[config.mk]
export PLATFORM = sky130hd
export DESIGN_NAME = bmp_pixel_stream_parser
export DESIGN_NICKNAME = d
export VERILOG_FILES = /design/src/hw/rtl/bpsp_pkg.sv /design/src/hw/rtl/bmp_pixel_stream_parser.sv /design/src/hw/rtl/bpsp_front.sv /design/src/hw/rtl/bpsp_queue.sv
export SDC_FILE = /design/constraint.sdc
export NUM_CORES = 1
export LEC_CHECK = 0
export ABC_AREA = 1
export BUFFER_PORTS_ARGS = -buffer_cell sky130_fd_sc_hd__buf_2
export CAP_MARGIN = 40
export CELL_PAD_IN_SITES_DETAIL_PLACEMENT = 1
export CELL_PAD_IN_SITES_GLOBAL_PLACEMENT = 1
export CORE_ASPECT_RATIO = 0.5
export CORE_MARGIN = 1.5
export CORE_UTILIZATION = 51
export DETAILED_ROUTE_END_ITERATION = 12
export PLACE_DENSITY = 0.95
export SYNTH_ARGS = -nofsm -noshare
export SYNTH_HDL_FRONTEND = slang
export SYNTH_SLANG_ARGS = --single-unit
export TNS_END_PERCENT = 1
[constraint.sdc]
create_clock -name clk -period 11.7 [get_ports clk]
set_clock_uncertainty 0.2 [all_clocks]
set_input_delay 2.925 -clock clk [delete_from_list [all_inputs] [get_ports clk]]
set_output_delay 2.925 -clock clk [all_outputs]
set_load 0.02 [all_outputs]
[src/hw/rtl/bpsp_pkg.sv]
package bpsp_pkg;

  localparam int COORD_BITS = 16;
  localparam int Q_DEPTH    = 2;
  localparam int Q_PTR_W    = $clog2(Q_DEPTH);
  localparam int Q_CNT_W    = $clog2(Q_DEPTH + 1);

  localparam logic [7:0]  SIG_B      = 8'h42;
  localparam logic [7:0]  SIG_M      = 8'h4D;
  localparam logic [31:0] OFS_FIRST  = 32'd10;
  localparam logic [31:0] WID_FIRST  = 32'd18;
  localparam logic [31:0] HGT_FIRST  = 32'd22;
  localparam logic [31:0] HEADER_END = 32'd26;
  localparam logic [31:0] FIELD_LAST = 32'd3;

  localparam logic [1:0] BIP_BLUE  = 2'd0;
  localparam logic [1:0] BIP_GREEN = 2'd1;
  localparam logic [1:0] BIP_RED   = 2'd2;

  localparam logic KIND_PIXEL   = 1'b0;
  localparam logic KIND_BAD_SIG = 1'b1;

  typedef enum logic [1:0] {
    PH_HEADER = 2'd0,
    PH_PIXELS = 2'd1,
    PH_IDLE   = 2'd2
  } phase_t;

  typedef struct packed {
    logic [7:0] data_byte;
    logic       first_byte;
  } in_item_t;

  typedef struct packed {
    logic                  kind;
    logic [COORD_BITS-1:0] x_coord;
    logic [COORD_BITS-1:0] y_coord;
    logic [7:0]            blue;
    logic [7:0]            green;
    logic [7:0]            red;
    logic                  final_pixel;
  } out_item_t;

  function automatic logic [31:0] ins_byte(input logic [31:0] cur, input logic [7:0] b,
                                           input logic [1:0] lane);
    logic [31:0] ext;
    ext = {24'd0, b};
    return cur | (ext << {lane, 3'b000});
  endfunction

  function automatic logic [COORD_BITS-1:0] dim_sat(input logic [31:0] cand);
    logic [31:0] upper;
    upper = cand >> COORD_BITS;
    if (upper != 32'd0) begin
      return {COORD_BITS{1'b1}};
    end
    return cand[COORD_BITS-1:0];
  endfunction

endpackage

[src/hw/rtl/bmp_pixel_stream_parser.sv]
// Channel   Ports                         Moves
// input     in_push, in_full, in_item     one file byte, first_byte restarts parsing
// result    out_pop, out_empty, out_item  one pixel or one bad-signature item
//
// One byte is taken every cycle while in_full is low; each byte yields zero or one item.
// A pixel item is queued as its last color byte is taken; out_item shows the oldest item.
// in_full rises only when the two-entry result queue is full, so a stalled consumer
// stalls the producer after two waiting items; a pop frees a slot for the next cycle.
// Reset (rst_n low, synchronous) returns the parser to the header phase at byte zero.
module bmp_pixel_stream_parser import bpsp_pkg::*; (
  input  logic      clk,
  input  logic      rst_n,
  input  logic      in_push,
  output logic      in_full,
  input  in_item_t  in_item,
  input  logic      out_pop,
  output logic      out_empty,
  output out_item_t out_item
);

  logic      acc;
  logic      res_valid;
  out_item_t res;

  assign acc = in_push && !in_full;

  bpsp_front u_front (
    .clk       (clk),
    .rst_n     (rst_n),
    .acc       (acc),
    .item      (in_item),
    .res_valid (res_valid),
    .res       (res)
  );

  bpsp_queue u_queue (
    .clk     (clk),
    .rst_n   (rst_n),
    .wr_en   (res_valid),
    .wr_item (res),
    .rd_en   (out_pop),
    .rd_item (out_item),
    .full    (in_full),
    .empty   (out_empty)
  );

endmodule

[src/hw/rtl/bpsp_front.sv]
module bpsp_front import bpsp_pkg::*; (
  input  logic      clk,
  input  logic      rst_n,
  input  logic      acc,
  input  in_item_t  item,
  output logic      res_valid,
  output out_item_t res
);

  phase_t                phase_r, phase_nxt;
  logic [31:0]           pos_r, pos_nxt;
  logic [31:0]           offset_r, offset_nxt;
  logic [COORD_BITS-1:0] width_r, width_nxt;
  logic [COORD_BITS-1:0] height_r, height_nxt;
  logic [COORD_BITS-1:0] col_r, col_nxt;
  logic [COORD_BITS-1:0] row_r, row_nxt;
  logic [1:0]            bip_r, bip_nxt;
  logic [15:0]           held_r, held_nxt;
  logic [1:0]            pad_r, pad_nxt;

  logic                  restart;
  logic [7:0]            b;
  phase_t                phase_e;
  logic [31:0]           pos_e, offset_e, pos_inc, offset_new;
  logic [COORD_BITS-1:0] width_e, height_e, width_new, height_new;
  logic                  bad_sig, hdr_done, dims_zero;
  logic                  in_ofs, in_wid, in_hgt;
  logic                  emit, col_wrap, last_pix;
  logic [COORD_BITS:0]   col_inc, row_inc;

  assign restart  = item.first_byte;
  assign b        = item.data_byte;
  assign phase_e  = restart ? PH_HEADER : phase_r;
  assign pos_e    = restart ? 32'd0 : pos_r;
  assign offset_e = restart ? 32'd0 : offset_r;
  assign width_e  = restart ? '0 : width_r;
  assign height_e = restart ? '0 : height_r;

  assign pos_inc = (pos_e == 32'hFFFF_FFFF) ? pos_e : pos_e + 32'd1;
  assign bad_sig = ((pos_e == 32'd0) && (b != SIG_B)) || ((pos_e == 32'd1) && (b != SIG_M));

  assign in_ofs = (pos_e >= OFS_FIRST) && (pos_e <= OFS_FIRST + FIELD_LAST);
  assign in_wid = (pos_e >= WID_FIRST) && (pos_e <= WID_FIRST + FIELD_LAST);
  assign in_hgt = (pos_e >= HGT_FIRST) && (pos_e <= HGT_FIRST + FIELD_LAST);

  assign offset_new = in_ofs ? ins_byte(offset_e, b, pos_e[1:0] - OFS_FIRST[1:0]) : offset_e;
  assign width_new  = in_wid ?
      dim_sat(ins_byte({{(32-COORD_BITS){1'b0}}, width_e}, b, pos_e[1:0] - WID_FIRST[1:0])) :
      width_e;
  assign height_new = in_hgt ?
      dim_sat(ins_byte({{(32-COORD_BITS){1'b0}}, height_e}, b, pos_e[1:0] - HGT_FIRST[1:0])) :
      height_e;

  assign hdr_done  = (pos_inc >= HEADER_END) && (pos_inc >= offset_new);
  assign dims_zero = (width_new == '0) || (height_new == '0);

  assign col_inc  = {1'b0, col_r} + 1'b1;
  assign row_inc  = {1'b0, row_r} + 1'b1;
  assign emit     = (phase_e == PH_PIXELS) && (pad_r == 2'd0) && (bip_r == BIP_RED);
  assign col_wrap = col_inc >= {1'b0, width_r};
  assign last_pix = col_wrap && (row_inc >= {1'b0, height_r});

  always_comb begin
    phase_nxt = phase_r;
    if (acc) begin
      case (phase_e)
        PH_HEADER: begin
          if (bad_sig) begin
            phase_nxt = PH_IDLE;
          end else if (hdr_done) begin
            phase_nxt = dims_zero ? PH_IDLE : PH_PIXELS;
          end else begin
            phase_nxt = PH_HEADER;
          end
        end
        PH_PIXELS: begin
          phase_nxt = (emit && last_pix) ? PH_IDLE : PH_PIXELS;
        end
        default: begin
          phase_nxt = PH_IDLE;
        end
      endcase
    end
  end

  always_comb begin
    pos_nxt    = pos_r;
    offset_nxt = offset_r;
    width_nxt  = width_r;
    height_nxt = height_r;
    col_nxt    = col_r;
    row_nxt    = row_r;
    bip_nxt    = bip_r;
    held_nxt   = held_r;
    pad_nxt    = pad_r;
    res_valid  = 1'b0;
    res        = '0;
    if (acc) begin
      pos_nxt    = pos_e;
      offset_nxt = offset_e;
      width_nxt  = width_e;
      height_nxt = height_e;
      case (phase_e)
        PH_HEADER: begin
          pos_nxt = pos_inc;
          if (bad_sig) begin
            res_valid = 1'b1;
            res.kind  = KIND_BAD_SIG;
          end else begin
            offset_nxt = offset_new;
            width_nxt  = width_new;
            height_nxt = height_new;
            if (hdr_done) begin
              col_nxt  = '0;
              row_nxt  = '0;
              bip_nxt  = BIP_BLUE;
              held_nxt = '0;
              pad_nxt  = 2'd0;
            end
          end
        end
        PH_PIXELS: begin
          if (pad_r != 2'd0) begin
            pad_nxt = pad_r - 2'd1;
          end else if (bip_r == BIP_BLUE) begin
            held_nxt[7:0] = b;
            bip_nxt       = BIP_GREEN;
          end else if (bip_r == BIP_GREEN) begin
            held_nxt[15:8] = b;
            bip_nxt        = BIP_RED;
          end else begin
            bip_nxt         = BIP_BLUE;
            res_valid       = 1'b1;
            res.kind        = KIND_PIXEL;
            res.x_coord     = width_r - 1'b1 - col_r;
            res.y_coord     = height_r - 1'b1 - row_r;
            res.blue        = held_r[7:0];
            res.green       = held_r[15:8];
            res.red         = b;
            res.final_pixel = last_pix;
            col_nxt         = col_inc[COORD_BITS-1:0];
            if (col_wrap) begin
              col_nxt = '0;
              row_nxt = row_inc[COORD_BITS-1:0];
              pad_nxt = last_pix ? 2'd0 : width_r[1:0];
            end
          end
        end
        default: begin
        end
      endcase
    end
  end

  always_ff @(posedge clk) begin
    if (!rst_n) begin
      phase_r  <= PH_HEADER;
      pos_r    <= '0;
      offset_r <= '0;
      width_r  <= '0;
      height_r <= '0;
      col_r    <= '0;
      row_r    <= '0;
      bip_r    <= BIP_BLUE;
      held_r   <= '0;
      pad_r    <= 2'd0;
    end else begin
      phase_r  <= phase_nxt;
      pos_r    <= pos_nxt;
      offset_r <= offset_nxt;
      width_r  <= width_nxt;
      height_r <= height_nxt;
      col_r    <= col_nxt;
      row_r    <= row_nxt;
      bip_r    <= bip_nxt;
      held_r   <= held_nxt;
      pad_r    <= pad_nxt;
    end
  end

endmodule

[src/hw/rtl/bpsp_queue.sv]
module bpsp_queue import bpsp_pkg::*; (
  input  logic      clk,
  input  logic      rst_n,
  input  logic      wr_en,
  input  out_item_t wr_item,
  input  logic      rd_en,
  output out_item_t rd_item,
  output logic      full,
  output logic      empty
);

  out_item_t            slot_r [Q_DEPTH];
  logic [Q_PTR_W-1:0]   wr_ptr_r, rd_ptr_r;
  logic [Q_CNT_W-1:0]   cnt_r, cnt_nxt;
  logic                 do_wr, do_rd;

  assign full    = (cnt_r == Q_CNT_W'(Q_DEPTH));
  assign empty   = (cnt_r == '0);
  assign do_wr   = wr_en && !full;
  assign do_rd   = rd_en && !empty;
  assign rd_item = slot_r[rd_ptr_r];

  always_comb begin
    cnt_nxt = cnt_r;
    if (do_wr && !do_rd) begin
      cnt_nxt = cnt_r + 1'b1;
    end else if (do_rd && !do_wr) begin
      cnt_nxt = cnt_r - 1'b1;
    end
  end

  always_ff @(posedge clk) begin
    if (do_wr) begin
      slot_r[wr_ptr_r] <= wr_item;
    end
  end

  always_ff @(posedge clk) begin
    if (!rst_n) begin
      wr_ptr_r <= '0;
      rd_ptr_r <= '0;
      cnt_r    <= '0;
    end else begin
      cnt_r <= cnt_nxt;
      if (do_wr) begin
        wr_ptr_r <= (wr_ptr_r == Q_PTR_W'(Q_DEPTH - 1)) ? '0 : wr_ptr_r + 1'b1;
      end
      if (do_rd) begin
        rd_ptr_r <= (rd_ptr_r == Q_PTR_W'(Q_DEPTH - 1)) ? '0 : rd_ptr_r + 1'b1;
      end
    end
  end

endmodule
======== Word level (Yosys, flattened, before mapping) ========
Memory sizes are Yosys's and may differ from the RTL's. A register that Yosys moved wholly into a read port is not among the register bits.
Cells that the tools add are included.
word-level totals
  RAM bits ................................ 116
  memories ................................ 1
  bits of input ports ..................... 13
  bits in registers ....................... 154
  word-level logic and storage cells ...... 176
cells by class
  equal/unequal tests ..................... 19
  shifts and indexed selects .............. 1
  magnitude comparators ................... 10
  bitwise logic cells ..................... 3
  $add $sub $neg .......................... 13
  reductions and logical operators ........ 39
  multiplexer cells ....................... 76
memories
  name            depth  bits a word  read ports  clocked after memory_dff  wr ports  RTL line          source
  u_queue.slot_r  2      58           1           1                         1         bpsp_queue.sv:12  out_item_t slot_r [Q_DEPTH];
operators by type and width
  operator                 count
  $mux W16                 23
  $mux W32                 7
  $mux W58                 3
  $mux W57                 2
  $ge A32 B5 Y1 const B    3
  $pmux W16 S2             3
  $le A32 B5 Y1 const B    2
  $or A16 B32 Y32          2
  $reduce_bool A32 Y1      2
  $add A16 B1 Y17 const B  2
  $ge A17 B16 Y1           2
  $mux W2                  17
  $add A32 B1 Y32 const B  1
  $eq A32 B1 Y1 const B    1
  $eq A32 B32 Y1 const B   1
  $ge A32 B32 Y1           1
  $ge A32 B4 Y1 const B    1
  $le A32 B4 Y1 const B    1
  $logic_not A16 Y1        2
  $logic_not A32 Y1        1
  $or A32 B32 Y32          1
  $shl A8 B5 Y32           1
  $sub A16 B1 Y16 const B  2
  $sub A16 B16 Y16         2
  24 further kinds         78

======== Logic depth before layout (Yosys ltp) ========
  depth in word-level cells ............... 14
  mapped depth ............................ 30

======== Hierarchy ========
A second synthesis with hierarchy kept.
second synthesis, totals
  cell total of the unflattened synthesis .. 2386
  area total of the unflattened synthesis .. 17908.4 µm²
by module, submodules not included
  module                   seq. area each (µm²)  area an instance (µm²)  instances  cells an instance
  bpsp_front               3002.9                13396.6                 1          2166
  bpsp_queue               3583.4                4501.8                  1          218
  bmp_pixel_stream_parser  0.0                   10.0                    1          2

======== Least setup slack after synthesis ========
No wires, ideal clock.
  path type ............................... input -> register
  start point ............................. input in_item[0] in the netlist's numbering
  end point ............................... memory u_queue.slot_r[1][0] in the netlist's numbering (enable)
  library setup time ...................... 0.476 ns
  stages on the path ...................... 16
  buffers on the path ..................... 2
  data required time ...................... 11.024 ns
  arrival ................................. 6.597 ns
  slack ................................... 4.428 ns
  cells stage by stage .................... inv_2 > buf_6 > buf_12 > nand2_4 > nand2_4 > nor2_4 > inv_2 > nor2_1 > nand4_1 > nand2_1 > nand3_1 > inv_1 > nand2_1 > inv_1 > nor2_1 > nor2_1
between the ends
  cells in the longest elaborated chain, start to end .. 10
  elaborated cells on any way between the ends .. 15
  classes of those cells .................. eq/ne (2); mux (7); reduce/logical (6)
ends and longest elaborated chain
  item                                                RTL line                       source
  from (decl)                                         bmp_pixel_stream_parser.sv:15  input in_item_t in_item,
  $mux W32                                            bpsp_front.sv:34               assign pos_e = restart ? 32'd0 : pos_r;
  $eq A32 B1 Y1 or $logic_not A32 Y1 (tied branches)  bpsp_front.sv:40               assign bad_sig = ((pos_e == 32'd0) && (b != SIG_B)) || ((pos_e == 32'd1) && (b != SIG_M));
  $logic_and A1 B1 Y1                                 bpsp_front.sv:40
  $logic_or A1 B1 Y1                                  bpsp_front.sv:40
  $mux W1                                             bpsp_front.sv:106              if (bad_sig) begin
  $pmux W1 S2 (*)                                     bpsp_front.sv:103              case (phase_e)
  $mux W1 (*)                                         bpsp_front.sv:98               if (acc) begin
  $logic_and A1 B1 Y1 (*)                             bpsp_queue.sv:19               assign do_wr = wr_en && !full;
  $mux W1 (*)                                         bpsp_queue.sv:33               if (do_wr) begin
  $mux W1 (implied by the code) (*)                   bpsp_queue.sv:34               slot_r[wr_ptr_r] <= wr_item;
  to (decl)                                           bpsp_queue.sv:12
Mark *: on every way between the ends. The rest lies on a longest branch, timed or not.

======== Worst setup path after layout ========
  start point ............................. input in_item[0] in the netlist's numbering
  end point ............................... register u_front.col_r[15]
between the ends
  cells in the longest elaborated chain, start to end .. 9
  elaborated cells on any way between the ends .. 31
  classes of those cells .................. add/sub (2); order compare (4); eq/ne (8); shift (1); mux (6); bitwise (1); reduce/logical (9)
ends and longest elaborated chain
  item                                                   RTL line           source
  branches (longest 9 deep; another with $ge A32 B4 Y1)  -
  to (signal assigned)                                   bpsp_front.sv:173  col_r <= col_nxt;
  to (decl)                                              bpsp_front.sv:15   logic [COORD_BITS-1:0] col_r, col_nxt;
Parallel ways; which one is timed is not known.
A chain may end at the register's enable or synchronous reset.

==> results by group <==
Global route
  – Maximum number of pins on one net before global-route repair: 69
  – Via count of the first global-routing pass: about 18000
  – All-layer global routing usage: 0.389
  – Number of antenna violations at the first check in global routing: 3
  – Remaining Overflow, GRT: 0
  – Global-route wire length before repair: between 100000 and 150000 um

Yosys
  – Number of enable-type register cells in the synthesized netlist: about 120
  – Number of nets in the synthesized netlist: between 2000 and 2500
  – Syn Area/Cell: ~7.8 um2
  – Number of warnings printed during yosys synthesis: 0
  – Post-synthesis instance area: around 17000 um2
  – Post-Synthesis Cells: about 2100
  – Number of synthesized register bits: between 200 and 300
  – Asr flop ratio synth: 0
  – Dominant cells by area after synthesis: sky130_fd_sc_hd__edfxtp_1 (21%), sky130_fd_sc_hd__dfxtp_1 (19%), sky130_fd_sc_hd__nand2_1 (7.8%)
  – Post-synth top area cell: sky130_fd_sc_hd__edfxtp_1
  – Area share of the largest cell type after synthesis: 0.211
  – Unique masters post-synth: 50
  – Ys flop type: sky130_fd_sc_hd__dfxtp_1
  – Most repeated cell in the gate-level netlist after synthesis: sky130_fd_sc_hd__nand2_1
  – Top post-synthesis cells by count: sky130_fd_sc_hd__nand2_1 (344), sky130_fd_sc_hd__nor2_1 (299), sky130_fd_sc_hd__inv_1 (265)
  – Seq/Total Area, Yosys: 0.398

Floorplan
  – Area of the core region: ~32000 um2
  – Die footprint: roughly 34000 um2
  – Ports: 73
  – Starting utilization of the core area: 0.520
  – Core Rows: 46
  – Die Height: 130 um
  – Horizontal extent of the die: between 200 and 300 um

Critical path
  – WP data required: 11980 ps
  – Most used cell along the critical path: sky130_fd_sc_hd__nand3_1
  – Count of buffering cells on the critical path with inverters included: 8
  – Beginning of the critical path: in_item[0]
  – Startpoint kind of the worst setup timing path: primary input
  – Crit Path Category: in2reg
  – Beginning of the worst register-to-register path: u_front.pos_r[21]
  – Maximum fanout encountered on the critical timing path: 42
  – Family of cells with the greatest summed delay on the critical path: buffers and inverters
  – Cell with the largest stage delay on the worst path: sky130_fd_sc_hd__nor2_2
  – Critical Path Sink Type: flop
  – Worst Path Arrival: between 8000 and 9000 ps
  – Delay of the slowest cell on the worst path: 580 ps

Clocking
  – Clock insertion delay at the later pin of the skew report: ~610 ps
  – CTS max path bufs: 3
  – Post-CTS Hold Buffers: 0
  – CTS tree: done
  – Number of sinks handled by clock tree synthesis: between 200 and 300
  – Cts bufs inserted: 27
  – Number of buffers inserted to repair setup after CTS: 0
  – Number of levels the H-tree was split into: 1
  – Post-CTS sizing: 0
  – CTS clk-pin slew, worst paths: ~70 ps
  – Library cell used as clock root buffer: sky130_fd_sc_hd__clkbuf_16

Route
  – Total length of routed wires: around 66000 um
  – Pre-antenna DRT Iters: 6
  – Via count of the routed design: between 15000 and 20000
  – Routed wire per std cell: 25.3 um
  – # DRC: 0
  – Ratio of routed vias to standard cells: around 6.6
  – Number of nets with antenna violations after routing: 0
  – 1st-iter DRT viols: around 2100

Timing
  – Pins Over Slew Limit: 0
  – Unrepaired setup endpoints after global routing: false
  – Final critical-path required period: 8670 ps
  – Final-report setup violation count: 0
  – Worst slew margin: 0.416
  – Minimum setup slack in the final design: 3030 ps
  – Final total negative setup slack: 0 ps
  – Highest Clock Rate: roughly 0.12 GHz
  – Final period utilization: 0.741
  – Slew at the pin closest to its max-slew limit: 874 ps
  – Final hold viol count: 0

Place
  – GPL Wtd Cong: just over 0.9
  – Worst slack at placement: roughly 3100 ps
  – Area post-placement: approximately 17000 um2
  – Final HPWL DP: ~40000 um
  – # port buffers: roughly 70

Status
  – Status: finished clean

Final layout
  – Fraction of final layout cells with drive strength greater than 1: 0.117
  – # nets final: ~2300
  – Final instance area: 18200 um2
  – Layout filler cell count: around 3900
  – Area added between synthesis and finish: 10.1%
  – Antenna diode instance count: 0

Worst hold path
  – Worst hold-check path type: reg2reg
  – Worst Min Path Start: u_front.pos_r[21]

Power
  – Areal power density over the cells: 198 nW/um2
  – Leakage power figure: roughly 7.5 nW
  – Total chip power: 0.00361 W
  – Highest ir drop seen on vdd: ~0.12 mV

Flow run
  – Maxcap violations: 0
-- worst reg2reg max path, stage by stage, from the launching register on --
cell and delay [ps]:
sky130_fd_sc_hd__dfxtp_1 310, sky130_fd_sc_hd__inv_1 100, sky130_fd_sc_hd__nor2_1 80, sky130_fd_sc_hd__inv_1 150, sky130_fd_sc_hd__nand3_1 110, sky130_fd_sc_hd__nor2_1 230, sky130_fd_sc_hd__nand3_1 190, sky130_fd_sc_hd__inv_1 150
sky130_fd_sc_hd__nand3_1 90, sky130_fd_sc_hd__buf_4 250, sky130_fd_sc_hd__o21ai_0 620, sky130_fd_sc_hd__inv_1 120, sky130_fd_sc_hd__ha_1 310, sky130_fd_sc_hd__nand2_1 50, sky130_fd_sc_hd__inv_1 70, sky130_fd_sc_hd__nand3_1 80
sky130_fd_sc_hd__nor3_1 420, sky130_fd_sc_hd__nand2_1 110, sky130_fd_sc_hd__nand2_1 120, sky130_fd_sc_hd__nand2_1 70, sky130_fd_sc_hd__nand3_1 80, sky130_fd_sc_hd__nand2_2 150, sky130_fd_sc_hd__nand2_1 120, sky130_fd_sc_hd__nand2_1 140
sky130_fd_sc_hd__nor2_2 580, sky130_fd_sc_hd__nand3_1 250, sky130_fd_sc_hd__a21oi_1 300
-- layer usage --
layer	track usage	vias to the layer above	part of all wire
met5	0	-	0.00044
met2	0.638	1212	0.45
met1	0.464	8259	0.38
met3	0.106	411	0.10
li1	-	7223	-
met4	0.231	4	0.064
-- layout by cell type, fill, tap and decap left out, drive strengths merged, types with 16 or more instances in the layout --
cell | netlist | layout
nor4 | 19 | 19
clkbuf | 51 | 33
ha | 97 | 97
o21ai | 139 | 139
nand3 | 66 | 66
nand4 | 31 | 31
dfxtp | 155 | 155
nor3 | 35 | 35
a32oi | 50 | 50
a21oi | 189 | 189
nor2 | 313 | 313
edfxtp | 116 | 116
nand2 | 364 | 364
inv | 274 | 279
buf | 32 | 89
xor2 | 37 | 37
a22o | 16 | 16
mux2 | 58 | 58
-- cell families (layout without fill, tap and decap cells) --
logic type | count (synthesis) | in the layout | share of synthesized area
xor+xnor | 46 | 46 | 0.0248
fa+ha+maj | 99 | 99 | 0.0758
compound gates | 444 | 444 | 0.157
simple gates | 837 | 837 | 0.217
mux | 59 | 59 | 0.0401
flops | 271 | 271 | 0.398
buf+inv | 359 | 416 | 0.0866
-- power by group --
part / switching (W) / internal [W]
Sequential: 0.000101 / 0.00114
Clock: 0.000450 / 0.000563
Combinational: 0.000955 / 0.000394
Total: 0.00151 / 0.00210
-- stage by stage --
stage,util,std cells,hold WS (ps)
after floorplan,-,2115,230
after global placement,0.540,2549,243
after detailed placement,0.542,2553,255
after CTS,0.573,2603,270
after global routing,0.573,2604,293
final,0.573,2604,266
-- cell type report --
| cell class | count | area (um2) | share of cell area |
|---|---|---|---|
| clock inverter | 18 | 243 | 0.0133 |
| sequential | 271 | 6590 | 0.362 |
| clock buffer | 32 | 729 | 0.0401 |
| tap | 432 | 541 | 0.0297 |
| timing repair buffer | 90 | 520 | 0.0286 |
| inverter | 276 | 1040 | 0.0570 |
| multi-input combinational | 1485 | 8550 | 0.470 |
-- sequential cells by signal, summed over array words and instances (netlist names), named ones only --
register          cells
u_queue.slot_r      116
u_front.col_r        16
u_queue.cnt_r         2
u_front.height_r     16
u_front.bip_r         2
u_front.row_r        16
u_front.width_r      16
u_queue.wr_ptr_r      1
u_front.offset_r     32
u_front.pos_r        32
u_queue.rd_ptr_r      1
u_front.phase_r       2
u_front.held_r       16
u_front.pad_r         2
-- final timing paths --
path	to	slack [ps]	cells after the start
max reg2reg	u_front.col_r[15]	6170	26
min reg2reg	u_front.pos_r[21]	270	2
max	u_front.col_r[15]	3030	27
min	u_front.pos_r[21]	270	2
(Power assumes the default switching activity.)
